`src/sv/cps_pkg.sv`:
```
package cps_pkg;

	localparam int MAX_RESULTS = 8;
	localparam int RES_BITS = $clog2(MAX_RESULTS + 1);
	localparam int RES_IDX = $clog2(MAX_RESULTS);

	typedef enum logic [1:0] {
		MODE_ADD      = 2'd0,
		MODE_ADVANCE  = 2'd1,
		MODE_CLOSEOUT = 2'd2
	} mode_e;

	typedef enum logic [2:0] {
		KIND_PLACED   = 3'd0,
		KIND_QUEUED   = 3'd1,
		KIND_DROPPED  = 3'd2,
		KIND_RELEASED = 3'd3,
		KIND_CLOSEOUT = 3'd4,
		KIND_IDLE     = 3'd5
	} kind_e;

endpackage

```
`src/sv/charger_pool_scheduler.sv`:
```
// Charger pool scheduler.
// Input channel (in_valid/in_stall) carries one request: mode, current_time,
// plane_id, charge_duration. Output channel (out_valid/out_stall) carries
// results: kind, out_plane_id, charged_time, next_event_time, last; last
// marks the final result of a request. Requests that give no result
// (advance releasing nothing, close-out with nothing charging, mode 3)
// simply end and the block takes the next request.
// The chargers are kept in a one-port-read slot memory sorted by finish
// time, earliest at the top of the used range; the waiting line is a
// second memory. One request is worked on at a time; in_stall is high
// while busy. A queued or dropped add goes straight to its result; a placed
// add is inserted from the top of the used range downward, shifting entries up
// (one read and one write per shifted slot). An advance releases finished planes, moves
// waiting planes into the chargers with the same insert, then gives one result per
// release. A close-out reports the charging planes one by one. If the receiver stalls, the
// block holds its output register and waits. Reset empties the chargers
// and the line and sets charger_count to 3; no memory clearing is needed.
// The user must write charger_count (cfg_we/cfg_wdata) only while idle; the block does not check.
module charger_pool_scheduler #(
	parameter int SLOTS = 8,
	parameter int WAIT_DEPTH = 16,
	parameter int TIME_BITS = 32,
	parameter int ID_BITS = 16
) (
	input  logic                 clk,
	input  logic                 arst_n,
	input  logic                 cfg_we,
	input  logic [3:0]           cfg_wdata,
	input  logic                 in_valid,
	output logic                 in_stall,
	input  cps_pkg::mode_e       mode,
	input  logic [TIME_BITS-1:0] current_time,
	input  logic [ID_BITS-1:0]   plane_id,
	input  logic [TIME_BITS-1:0] charge_duration,
	output logic                 out_valid,
	input  logic                 out_stall,
	output cps_pkg::kind_e       kind,
	output logic [ID_BITS-1:0]   out_plane_id,
	output logic [TIME_BITS-1:0] charged_time,
	output logic [TIME_BITS-1:0] next_event_time,
	output logic                 last
);
	import cps_pkg::*;

	localparam int SA = (SLOTS > 1) ? $clog2(SLOTS) : 1;
	localparam int UW = $clog2(SLOTS + 1);
	localparam int WA = (WAIT_DEPTH > 1) ? $clog2(WAIT_DEPTH) : 1;
	localparam int FW = $clog2(WAIT_DEPTH + 1);
	localparam int TW = FW + 1;
	localparam int CW = (UW > 4) ? ((UW > RES_BITS) ? UW : RES_BITS)
	                             : ((RES_BITS > 4) ? RES_BITS : 4);

	typedef struct packed {
		logic [TIME_BITS-1:0] fin;
		logic [TIME_BITS-1:0] start;
		logic [ID_BITS-1:0]   plane;
	} slot_t;

	typedef struct packed {
		logic [ID_BITS-1:0]   plane;
		logic [TIME_BITS-1:0] dur;
	} wait_t;

	typedef enum logic [13:0] {
		ST_IDLE    = 14'b00000000000001,
		ST_INS_RD  = 14'b00000000000010,
		ST_INS_CMP = 14'b00000000000100,
		ST_OUT1    = 14'b00000000001000,
		ST_REL_RD  = 14'b00000000010000,
		ST_REL_CHK = 14'b00000000100000,
		ST_MV      = 14'b00000001000000,
		ST_MV_WAIT = 14'b00000010000000,
		ST_EF_RD   = 14'b00000100000000,
		ST_EF_WAIT = 14'b00001000000000,
		ST_EMIT    = 14'b00010000000000,
		ST_CO_RD   = 14'b00100000000000,
		ST_CO_WAIT = 14'b01000000000000,
		ST_UNUSED  = 14'b10000000000000
	} state_t;

	function automatic logic [TIME_BITS-1:0] sat_add(input logic [TIME_BITS-1:0] a,
			input logic [TIME_BITS-1:0] b);
		logic [TIME_BITS:0] s;
		s = {1'b0, a} + {1'b0, b};
		return s[TIME_BITS] ? {TIME_BITS{1'b1}} : s[TIME_BITS-1:0];
	endfunction

	state_t state_q;
	logic [3:0] cc_q;
	logic [UW-1:0] used_q;
	logic [WA-1:0] head_q;
	logic [FW-1:0] fill_q;
	logic [TIME_BITS-1:0] earliest_q;
	logic [TIME_BITS-1:0] now_q;
	logic [TIME_BITS-1:0] ins_fin_q;
	logic [TIME_BITS-1:0] ins_start_q;
	logic [ID_BITS-1:0] ins_plane_q;
	logic [UW-1:0] i_q;
	logic ret_mv_q;
	kind_e res_kind_q;
	logic [ID_BITS-1:0] res_plane_q;
	logic [RES_BITS-1:0] n_q;
	logic [RES_BITS-1:0] k_q;
	logic [ID_BITS-1:0] buf_plane_q [MAX_RESULTS];
	logic [TIME_BITS-1:0] buf_chg_q [MAX_RESULTS];

	logic out_valid_q;
	kind_e out_kind_q;
	logic [ID_BITS-1:0] out_plane_q;
	logic [TIME_BITS-1:0] out_chg_q;
	logic [TIME_BITS-1:0] out_next_q;
	logic out_last_q;

	slot_t s_mem [SLOTS];
	slot_t s_rd_q;
	logic s_rd_en, s_we;
	logic [SA-1:0] s_rd_addr, s_wa;
	slot_t s_wd;

	wait_t w_mem [WAIT_DEPTH];
	wait_t w_rd_q;
	logic w_rd_en, w_we;
	logic [WA-1:0] w_rd_addr, w_wa;
	wait_t w_wd;

	logic in_acc, out_free, ins_done, can_place, rel_more, co_last;
	logic [CW-1:0] cc_eff;
	logic [UW-1:0] used_m1, i_m1;
	logic [TW-1:0] tail_sum, tail;
	logic [RES_BITS-1:0] k_p1;

	assign in_stall = (state_q != ST_IDLE);
	assign in_acc = in_valid && !in_stall;
	assign out_free = !out_valid_q || !out_stall;
	assign cc_eff = (CW'(cc_q) > CW'(SLOTS)) ? CW'(SLOTS) : CW'(cc_q);
	assign can_place = CW'(used_q) < cc_eff;
	assign used_m1 = used_q - 1'b1;
	assign i_m1 = i_q - 1'b1;
	assign tail_sum = TW'(head_q) + TW'(fill_q);
	assign tail = (tail_sum >= TW'(WAIT_DEPTH)) ? tail_sum - TW'(WAIT_DEPTH) : tail_sum;
	assign rel_more = (used_q != '0) && (n_q < RES_BITS'(MAX_RESULTS));
	assign k_p1 = k_q + 1'b1;
	assign co_last = (CW'(k_p1) >= CW'(used_q)) || (k_p1 == RES_BITS'(MAX_RESULTS));
	assign ins_done = ((state_q == ST_INS_RD) && (i_q == '0)) ||
	                  ((state_q == ST_INS_CMP) && (s_rd_q.fin > ins_fin_q));

	always_comb begin
		s_rd_en = 1'b0;
		s_rd_addr = '0;
		s_we = 1'b0;
		s_wa = i_q[SA-1:0];
		s_wd = '{fin: ins_fin_q, start: ins_start_q, plane: ins_plane_q};
		w_rd_en = 1'b0;
		w_rd_addr = head_q;
		w_we = 1'b0;
		w_wa = tail[WA-1:0];
		w_wd = '{plane: plane_id, dur: charge_duration};
		unique case (state_q)
			ST_IDLE: begin
				w_we = in_acc && (mode == MODE_ADD) && !can_place &&
				       (fill_q < FW'(WAIT_DEPTH));
			end
			ST_INS_RD: begin
				if (i_q == '0) begin
					s_we = 1'b1;
				end else begin
					s_rd_en = 1'b1;
					s_rd_addr = i_m1[SA-1:0];
				end
			end
			ST_INS_CMP: begin
				// shift the entry up while it finishes no later than the new one
				s_we = 1'b1;
				if (s_rd_q.fin <= ins_fin_q) begin
					s_wd = s_rd_q;
				end
			end
			ST_REL_RD: begin
				s_rd_en = rel_more;
				s_rd_addr = used_m1[SA-1:0];
			end
			ST_MV: begin
				w_rd_en = (fill_q != '0) && can_place;
			end
			ST_EF_RD: begin
				s_rd_en = (used_q != '0);
				s_rd_addr = used_m1[SA-1:0];
			end
			ST_CO_RD: begin
				s_rd_en = 1'b1;
				s_rd_addr = k_q[SA-1:0];
			end
			default: begin
			end
		endcase
	end

	always_ff @(posedge clk) begin
		if (s_rd_en) begin
			s_rd_q <= s_mem[s_rd_addr];
		end
		if (s_we) begin
			s_mem[s_wa] <= s_wd;
		end
		if (w_rd_en) begin
			w_rd_q <= w_mem[w_rd_addr];
		end
		if (w_we) begin
			w_mem[w_wa] <= w_wd;
		end
	end

	always_ff @(posedge clk or negedge arst_n) begin
		if (!arst_n) begin
			state_q <= ST_IDLE;
			cc_q <= 4'd3;
			used_q <= '0;
			head_q <= '0;
			fill_q <= '0;
			earliest_q <= '1;
			out_valid_q <= 1'b0;
			n_q <= '0;
			k_q <= '0;
			i_q <= '0;
			ret_mv_q <= 1'b0;
		end else begin
			if (cfg_we) begin
				cc_q <= cfg_wdata;
			end
			if (out_valid_q && !out_stall) begin
				out_valid_q <= 1'b0;
			end
			unique case (state_q)
				ST_IDLE: begin
					if (in_acc) begin
						now_q <= current_time;
						n_q <= '0;
						k_q <= '0;
						case (mode)
							MODE_ADD: begin
								res_plane_q <= plane_id;
								if (can_place) begin
									ins_fin_q <= sat_add(current_time, charge_duration);
									ins_start_q <= current_time;
									ins_plane_q <= plane_id;
									i_q <= used_q;
									ret_mv_q <= 1'b0;
									res_kind_q <= KIND_PLACED;
									state_q <= ST_INS_RD;
								end else if (fill_q < FW'(WAIT_DEPTH)) begin
									fill_q <= fill_q + 1'b1;
									res_kind_q <= KIND_QUEUED;
									state_q <= ST_OUT1;
								end else begin
									res_kind_q <= KIND_DROPPED;
									state_q <= ST_OUT1;
								end
							end
							MODE_ADVANCE: begin
								if (used_q == '0) begin
									res_kind_q <= KIND_IDLE;
									res_plane_q <= '0;
									state_q <= ST_OUT1;
								end else begin
									state_q <= ST_REL_RD;
								end
							end
							MODE_CLOSEOUT: begin
								if (used_q != '0) begin
									state_q <= ST_CO_RD;
								end
							end
							default: begin
							end
						endcase
					end
				end
				ST_INS_RD, ST_INS_CMP: begin
					if (ins_done) begin
						if (i_q == used_q) begin
							earliest_q <= ins_fin_q;
						end
						used_q <= used_q + 1'b1;
						state_q <= ret_mv_q ? ST_MV : ST_OUT1;
					end else if (state_q == ST_INS_RD) begin
						state_q <= ST_INS_CMP;
					end else begin
						i_q <= i_m1;
						state_q <= ST_INS_RD;
					end
				end
				ST_OUT1: begin
					if (out_free) begin
						out_valid_q <= 1'b1;
						out_kind_q <= res_kind_q;
						out_plane_q <= res_plane_q;
						out_chg_q <= '0;
						out_next_q <= earliest_q;
						out_last_q <= 1'b1;
						state_q <= ST_IDLE;
					end
				end
				ST_REL_RD: begin
					state_q <= rel_more ? ST_REL_CHK : ST_MV;
				end
				ST_REL_CHK: begin
					if (s_rd_q.fin <= now_q) begin
						buf_plane_q[n_q[RES_IDX-1:0]] <= s_rd_q.plane;
						buf_chg_q[n_q[RES_IDX-1:0]] <= now_q - s_rd_q.start;
						n_q <= n_q + 1'b1;
						used_q <= used_m1;
						state_q <= ST_REL_RD;
					end else begin
						state_q <= ST_MV;
					end
				end
				ST_MV: begin
					state_q <= ((fill_q != '0) && can_place) ? ST_MV_WAIT : ST_EF_RD;
				end
				ST_MV_WAIT: begin
					ins_fin_q <= sat_add(now_q, w_rd_q.dur);
					ins_start_q <= now_q;
					ins_plane_q <= w_rd_q.plane;
					i_q <= used_q;
					ret_mv_q <= 1'b1;
					head_q <= (head_q == WA'(WAIT_DEPTH - 1)) ? '0 : head_q + 1'b1;
					fill_q <= fill_q - 1'b1;
					state_q <= ST_INS_RD;
				end
				ST_EF_RD: begin
					k_q <= '0;
					if (used_q == '0) begin
						earliest_q <= '1;
						state_q <= ST_EMIT;
					end else begin
						state_q <= ST_EF_WAIT;
					end
				end
				ST_EF_WAIT: begin
					earliest_q <= s_rd_q.fin;
					state_q <= ST_EMIT;
				end
				ST_EMIT: begin
					if (n_q == '0) begin
						state_q <= ST_IDLE;
					end else if (out_free) begin
						out_valid_q <= 1'b1;
						out_kind_q <= KIND_RELEASED;
						out_plane_q <= buf_plane_q[k_q[RES_IDX-1:0]];
						out_chg_q <= buf_chg_q[k_q[RES_IDX-1:0]];
						out_next_q <= earliest_q;
						out_last_q <= (k_p1 == n_q);
						k_q <= k_p1;
						if (k_p1 == n_q) begin
							state_q <= ST_IDLE;
						end
					end
				end
				ST_CO_RD: begin
					state_q <= ST_CO_WAIT;
				end
				ST_CO_WAIT: begin
					if (out_free) begin
						out_valid_q <= 1'b1;
						out_kind_q <= KIND_CLOSEOUT;
						out_plane_q <= s_rd_q.plane;
						out_chg_q <= now_q - s_rd_q.start;
						out_next_q <= earliest_q;
						out_last_q <= co_last;
						k_q <= k_p1;
						state_q <= co_last ? ST_IDLE : ST_CO_RD;
					end
				end
				default: begin
					state_q <= ST_IDLE;
				end
			endcase
		end
	end

	assign out_valid = out_valid_q;
	assign kind = out_kind_q;
	assign out_plane_id = out_plane_q;
	assign charged_time = out_chg_q;
	assign next_event_time = out_next_q;
	assign last = out_last_q;

	a_used_bound: assert property (@(posedge clk) disable iff (!arst_n)
		CW'(used_q) <= CW'(SLOTS))
		else $error("charger use exceeds slot count");

	a_fill_bound: assert property (@(posedge clk) disable iff (!arst_n)
		fill_q <= FW'(WAIT_DEPTH))
		else $error("waiting line overfilled");

	a_results_bound: assert property (@(posedge clk) disable iff (!arst_n)
		n_q <= RES_BITS'(MAX_RESULTS))
		else $error("too many buffered releases");

	a_idle_earliest: assert property (@(posedge clk) disable iff (!arst_n)
		(state_q == ST_IDLE && used_q == '0) |-> (earliest_q == '1))
		else $error("earliest finish stale with no plane charging");

endmodule

```
`config.mk`:
```
export PLATFORM = sky130hd
export DESIGN_NAME = charger_pool_scheduler
export DESIGN_NICKNAME = d
export VERILOG_FILES = /design/src/sv/cps_pkg.sv /design/src/sv/charger_pool_scheduler.sv
export SDC_FILE = /design/constraint.sdc
export NUM_CORES = 2
export LEC_CHECK = 0
export ABC_AREA = 1
export ABC_CLOCK_PERIOD_IN_PS = 22400
export BUFFER_PORTS_ARGS = -buffer_cell sky130_fd_sc_hd__buf_2
export CORE_UTILIZATION = 50
export CTS_CLUSTER_DIAMETER = 40
export DETAILED_ROUTE_END_ITERATION = 8
export GPL_ROUTABILITY_DRIVEN = 0
export PLACE_DENSITY = 0.66
export SYNTH_ARGS = -nofsm -noshare
export SYNTH_HDL_FRONTEND = slang
export SYNTH_SLANG_ARGS = --single-unit
```
`constraint.sdc`:
```
create_clock -name clk -period 22.4 [get_ports clk]
set_input_delay 2.24 -clock clk [delete_from_list [all_inputs] [get_ports clk]]
set_output_delay 2.24 -clock clk [all_outputs]
set_load 0.02 [all_outputs]
```
==> impl_metrics.xml <==
<?xml version="1.0" encoding="UTF-8"?>
<metrics>
  <group name="finish">
    <metric name="finish.net_count" unit="">8790</metric>
    <metric name="areaGrowthSynthToFinish" unit="%">14.3</metric>
    <metric name="layout.filler_cells" unit="">15148</metric>
    <metric name="final_layout_size_suffix_gt1_share" unit="%">14.0</metric>
    <metric name="finalNonFillerCells" unit="">11285</metric>
  </group>
  <group name="clock_tree">
    <metric name="worst_path_clk_slew" unit="ns">0.05</metric>
    <metric name="cts.repair_timing.setup_buffer_count" unit="">0</metric>
    <metric name="cts_hold_buffers" unit="">0</metric>
    <metric name="numCtsBuffers" unit="">320</metric>
    <metric name="clk_path_buf_depth" unit="">4</metric>
    <metric name="worst_skew_pair_latency" unit="ns">0.96</metric>
    <metric name="cts-resized-gates" unit="">0</metric>
    <metric name="cts_tree" unit="">yes</metric>
    <metric name="cts.root.buffer_cell" unit="">sky130_fd_sc_hd__clkbuf_16</metric>
    <metric name="cts.htree.levels" unit="">5</metric>
    <metric name="cts.sink_count" unit="">2211</metric>
  </group>
  <group name="global_routing">
    <metric name="via_count_of_the_first_global_routing_pass" unit="">63055</metric>
    <metric name="groute.layer.met1.usage" unit="%">37.4</metric>
    <metric name="met3_usage" unit="%">6.55</metric>
    <metric name="global_route.usage.total" unit="%">28.1</metric>
    <metric name="grt_pass1_wl" unit="µm">409000</metric>
    <metric name="grt_max_degree" unit="">254</metric>
    <metric name="busiest_layer" unit="">met2</metric>
    <metric name="grt_overflow" unit="">0</metric>
    <metric name="groute.layer.met2.usage" unit="%">43.4</metric>
    <metric name="antenna_found_initial" unit="">35</metric>
  </group>
  <group name="pwr">
    <metric name="p_seq_share" unit="%">43.6</metric>
    <metric name="p_int" unit="mW">8.45</metric>
    <metric name="cellLeakagePower" unit="nW">41.1</metric>
    <metric name="pwr_per_cell_area" unit="nW/µm²">106</metric>
    <metric name="p_sw" unit="mW">3.34</metric>
    <metric name="ir_drop" unit="V">0.0000786</metric>
    <metric name="power_frac_clock" unit="%">42.0</metric>
    <metric name="p_comb_share" unit="%">14.4</metric>
    <metric name="power_switching_share" unit="%">28.3</metric>
  </group>
  <group name="setup_path">
    <metric name="worst_path_most_repeated_cell" unit="">sky130_fd_sc_hd__nand2_1</metric>
    <metric name="crit_path_top_delay_cell" unit="">sky130_fd_sc_hd__o21ai_0</metric>
    <metric name="critical_path.max_stage_delay" unit="ns">1.09</metric>
    <metric name="crit-reg2reg-launch" unit="">ins_fin_q[27]</metric>
    <metric name="timing.critical_path.from" unit="">ins_fin_q[27]</metric>
    <metric name="cp.required" unit="ns">22.95</metric>
    <metric name="cpLargestDelayFamily" unit="">compound AO/OA/AOI/OAI gates</metric>
    <metric name="startpoint_type" unit="">flip-flop</metric>
    <metric name="worstPathMaxFanout" unit="">81</metric>
    <metric name="timing.critical_path.cells" unit="">inv_1, ha_1, a21oi_1, o21ai_0, nand2_1, nand2_1, a21oi_1, nand2_1, nand2_1, nand2_4, buf_4, o21ai_0</metric>
    <metric name="critPathBufInv" unit="">2</metric>
    <metric name="path_class" unit="">reg -&gt; reg</metric>
    <metric name="setup.worst_path.end_class" unit="">flip-flop</metric>
    <metric name="critical_path_arrival" unit="ns">5.62</metric>
  </group>
  <group name="synth">
    <metric name="yosysWarningCount" unit="">0</metric>
    <metric name="synthesis.instances" unit="">8315</metric>
    <metric name="library_cells_used_by_synthesis" unit="">59</metric>
    <metric name="synth_enable_flop_cells" unit="">2135</metric>
    <metric name="synth_async_sr_flop_share" unit="%">3.44</metric>
    <metric name="ys_seq_elements" unit="">2211</metric>
    <metric name="synth_top_flop_cell" unit="">sky130_fd_sc_hd__edfxtp_1</metric>
    <metric name="netlist_area" unit="µm²">97600</metric>
    <metric name="average_footprint_of_a_synthesized_cell" unit="µm²">11.7</metric>
    <metric name="synth_fp_nets" unit="">8594</metric>
    <metric name="synth-seq-area-share" unit="%">67.7</metric>
  </group>
  <group name="placed_design">
    <metric name="place_hpwl" unit="µm">170000</metric>
    <metric name="post-place-cells" unit="">10715</metric>
    <metric name="port-buffer-count" unit="">176</metric>
  </group>
  <group name="floorplanning">
    <metric name="initial_core_util" unit="%">50.5</metric>
    <metric name="die_w" unit="µm">444</metric>
    <metric name="row_count" unit="">161</metric>
    <metric name="ioPinCount" unit="">177</metric>
    <metric name="core_region_area" unit="µm²">193000</metric>
    <metric name="design.die.area" unit="µm²">197000</metric>
    <metric name="die_height" unit="µm">444</metric>
  </group>
  <group name="sta">
    <metric name="hold_violations" unit="">0</metric>
    <metric name="worst_slew_margin_rel" unit="%">2.11</metric>
    <metric name="timing.fmax" unit="MHz">197</metric>
    <metric name="worst_pin_slew" unit="ns">1.45</metric>
    <metric name="timing.final.max_slew_violations" unit="">0</metric>
    <metric name="fin_worst_skew" unit="ns">0.0886</metric>
    <metric name="fin_tns_setup" unit="ns">0</metric>
    <metric name="finalCritPeriodShare" unit="%">22.6</metric>
    <metric name="setup_violations" unit="">0</metric>
    <metric name="finalCriticalPeriod" unit="ns">5.07</metric>
    <metric name="grt_setup_unrepaired" unit="">false</metric>
  </group>
  <group name="run">
    <metric name="max_cap_violations" unit="">0</metric>
  </group>
  <group name="run_status">
    <metric name="status" unit="">complete, no violations</metric>
  </group>
  <group name="route">
    <metric name="avgViaCountPerCell" unit="">5.83</metric>
    <metric name="drt-wirelength-per-cell" unit="µm">24.9</metric>
    <metric name="vias" unit="">65776</metric>
    <metric name="drtPass1Iterations" unit="">6</metric>
    <metric name="drt_first_iter_violations" unit="">8067</metric>
    <metric name="totalWireLength" unit="µm">281000</metric>
    <metric name="detail-route-antenna-nets" unit="">0</metric>
    <metric name="drcViolationCount" unit="">0</metric>
  </group>
  <group name="min_path">
    <metric name="hp-class" unit="">reg -&gt; reg</metric>
    <metric name="hold_path.startpoint" unit="">earliest_q[11]</metric>
  </group>
</metrics>
==> tightest hold or removal path, stage by stage (launching register included) <==
cell and delay (ns):
sky130_fd_sc_hd__dfstp_2 0.36, sky130_fd_sc_hd__nand2_1 0.05, sky130_fd_sc_hd__o21ai_1 0.05
==> Yosys cell counts (8+ instances only) <==
cell                       number  area, µm²
sky130_fd_sc_hd__nor2_1       810       3040
sky130_fd_sc_hd__clkbuf_1     267       1000
sky130_fd_sc_hd__nand2_1     1578       5920
sky130_fd_sc_hd__buf_1         36        135
sky130_fd_sc_hd__o21ai_1       25        125
sky130_fd_sc_hd__buf_2         68        340
sky130_fd_sc_hd__o221ai_1     104        911
sky130_fd_sc_hd__o211ai_2     101       1260
sky130_fd_sc_hd__xnor2_1       33        289
sky130_fd_sc_hd__a22o_1        11       96.3
sky130_fd_sc_hd__nor3_1        32        160
sky130_fd_sc_hd__a32o_1        27        270
sky130_fd_sc_hd__ha_1         183       2290
sky130_fd_sc_hd__buf_12        11        220
sky130_fd_sc_hd__nand4_1       28        175
sky130_fd_sc_hd__or2_2        107        669
sky130_fd_sc_hd__o32ai_1      116       1020
sky130_fd_sc_hd__buf_4         16        120
sky130_fd_sc_hd__edfxtp_1    2135      64100
sky130_fd_sc_hd__nand2_2      103        644
sky130_fd_sc_hd__mux2i_1       76        761
sky130_fd_sc_hd__o21ai_0      594       2970
sky130_fd_sc_hd__o22ai_1       45        282
sky130_fd_sc_hd__a31oi_1        8       50.1
sky130_fd_sc_hd__dfrtp_1       41       1030
sky130_fd_sc_hd__nand3_1      439       2200
sky130_fd_sc_hd__o21a_1        26        195
sky130_fd_sc_hd__a21oi_1      193        966
sky130_fd_sc_hd__nor2_2         8       50.1
sky130_fd_sc_hd__o21bai_1      21        158
sky130_fd_sc_hd__a21o_1        19        143
sky130_fd_sc_hd__a21boi_0      12       90.1
sky130_fd_sc_hd__or2_1         61        382
sky130_fd_sc_hd__and2_1         8       50.1
sky130_fd_sc_hd__clkbuf_2       8       40.0
sky130_fd_sc_hd__dfstp_2       35        920
sky130_fd_sc_hd__xor2_1        48        420
sky130_fd_sc_hd__o211ai_1     100        751
sky130_fd_sc_hd__inv_1        722       2710
==> stage by stage <==
step | utilization, % | setup slack [ns] | instance area (µm²) | power (mW) | hold slack, ns
2_1_floorplan | - | 13.58 | 97600 | 6.18 | 0.449
3_3_place_gp | 52.3 | 16.75 | 101000 | 6.84 | 0.465
3_5_place_dp | 52.3 | 16.73 | 101000 | 6.88 | 0.466
4_1_cts | 57.7 | 17.55 | 112000 | 11.8 | 0.474
5_1_grt | 57.7 | 17.26 | 112000 | 12.2 | 0.488
6_report | 57.7 | 17.33 | 112000 | 11.8 | 0.471
==> cells by family (layout without fill, tap and decap cells) <==
family,Yosys count,count (layout),share of synthesized area [%]
and+or+nand+nor,3198,3198,13.9
DFF,2211,2211,67.7
AOI/OAI and AO/OA,1418,1418,9.67
buffers and inverters,1140,1571,4.77
adders and majority gates,188,188,2.45
xor gates and xnor gates,81,81,0.727
muxes,79,79,0.814
other,0,13,0
==> power groups by stage <==
stage          logic [mW]  clock network (mW)  registers [mW]
6_report             1.70                4.95            5.14
5_1_grt              1.86                5.17            5.14
4_1_cts              1.68                5.00            5.12
3_5_place_dp         1.67                   0            5.20
3_3_place_gp         1.64                   0            5.20
2_1_floorplan        1.09                   0            5.09
==> sequential cells by signal, summed over array words and instances, names as in the netlist, 5 cells and up <==
register,cells
fill_q,5
out_plane_id,16
buf_chg_q,256
buf_plane_q,128
ins_start_q,32
now_q,32
charged_time,32
s_mem,640
w_mem,768
s_rd_q,80
ins_fin_q,32
ins_plane_q,16
w_rd_q,48
next_event_time,32
earliest_q,32
res_plane_q,16
state_q,13
==> path summary, 6_finish.rpt <==
check,to,slack [ns],depth (start not counted)
setup reg to reg,s_mem[2][13],17.33,12
min in group asynchronous,earliest_q[25],1.81,2
setup / recovery,s_mem[2][13],17.33,12
hold / removal,earliest_q[11],0.47,2
max in group asynchronous,head_q[1],19.73,3
hold reg to reg,earliest_q[11],0.47,2
==> layout make-up <==
type | instances | area, µm² | share of cell area, %
multi-input cells | 4964 | 27200 | 24.4
diodes | 13 | 32.5 | 0.0292
clock inverters | 201 | 2170 | 1.94
clock buffers | 356 | 8390 | 7.52
well taps | 2526 | 3160 | 2.83
repair buffers | 286 | 1750 | 1.57
flip-flops and latches | 2211 | 66100 | 59.2
inverters | 728 | 2750 | 2.46
==> layer usage <==
| layer | vias to the layer above | share of wire, % |
|---|---|---|
| li1 | 29829 | - |
| met1 | 32049 | 39 |
| met2 | 3227 | 46 |
| met3 | 645 | 9.8 |
| met4 | 26 | 4.9 |
| met5 | - | 0.10 |
==> placed cells by master (no fill, tap or decap), drive strengths merged, types with 29 or more instances in the layout <==
cell type  count
a21oi        193
inv          779
dfrtp         41
nor3          33
nand3        442
mux2i         76
dfstp         35
clkinv        87
xnor2         33
o22ai         45
buf          286
o32ai        116
bufinv        29
clkbuf       356
o21ai        619
o211ai       201
nand2       1683
or2          168
edfxtp      2135
ha           183
o221ai       104
xor2          48
nor2         820
clkinvlp      34
No activity file was read; power rests on OpenSTA's default activity.
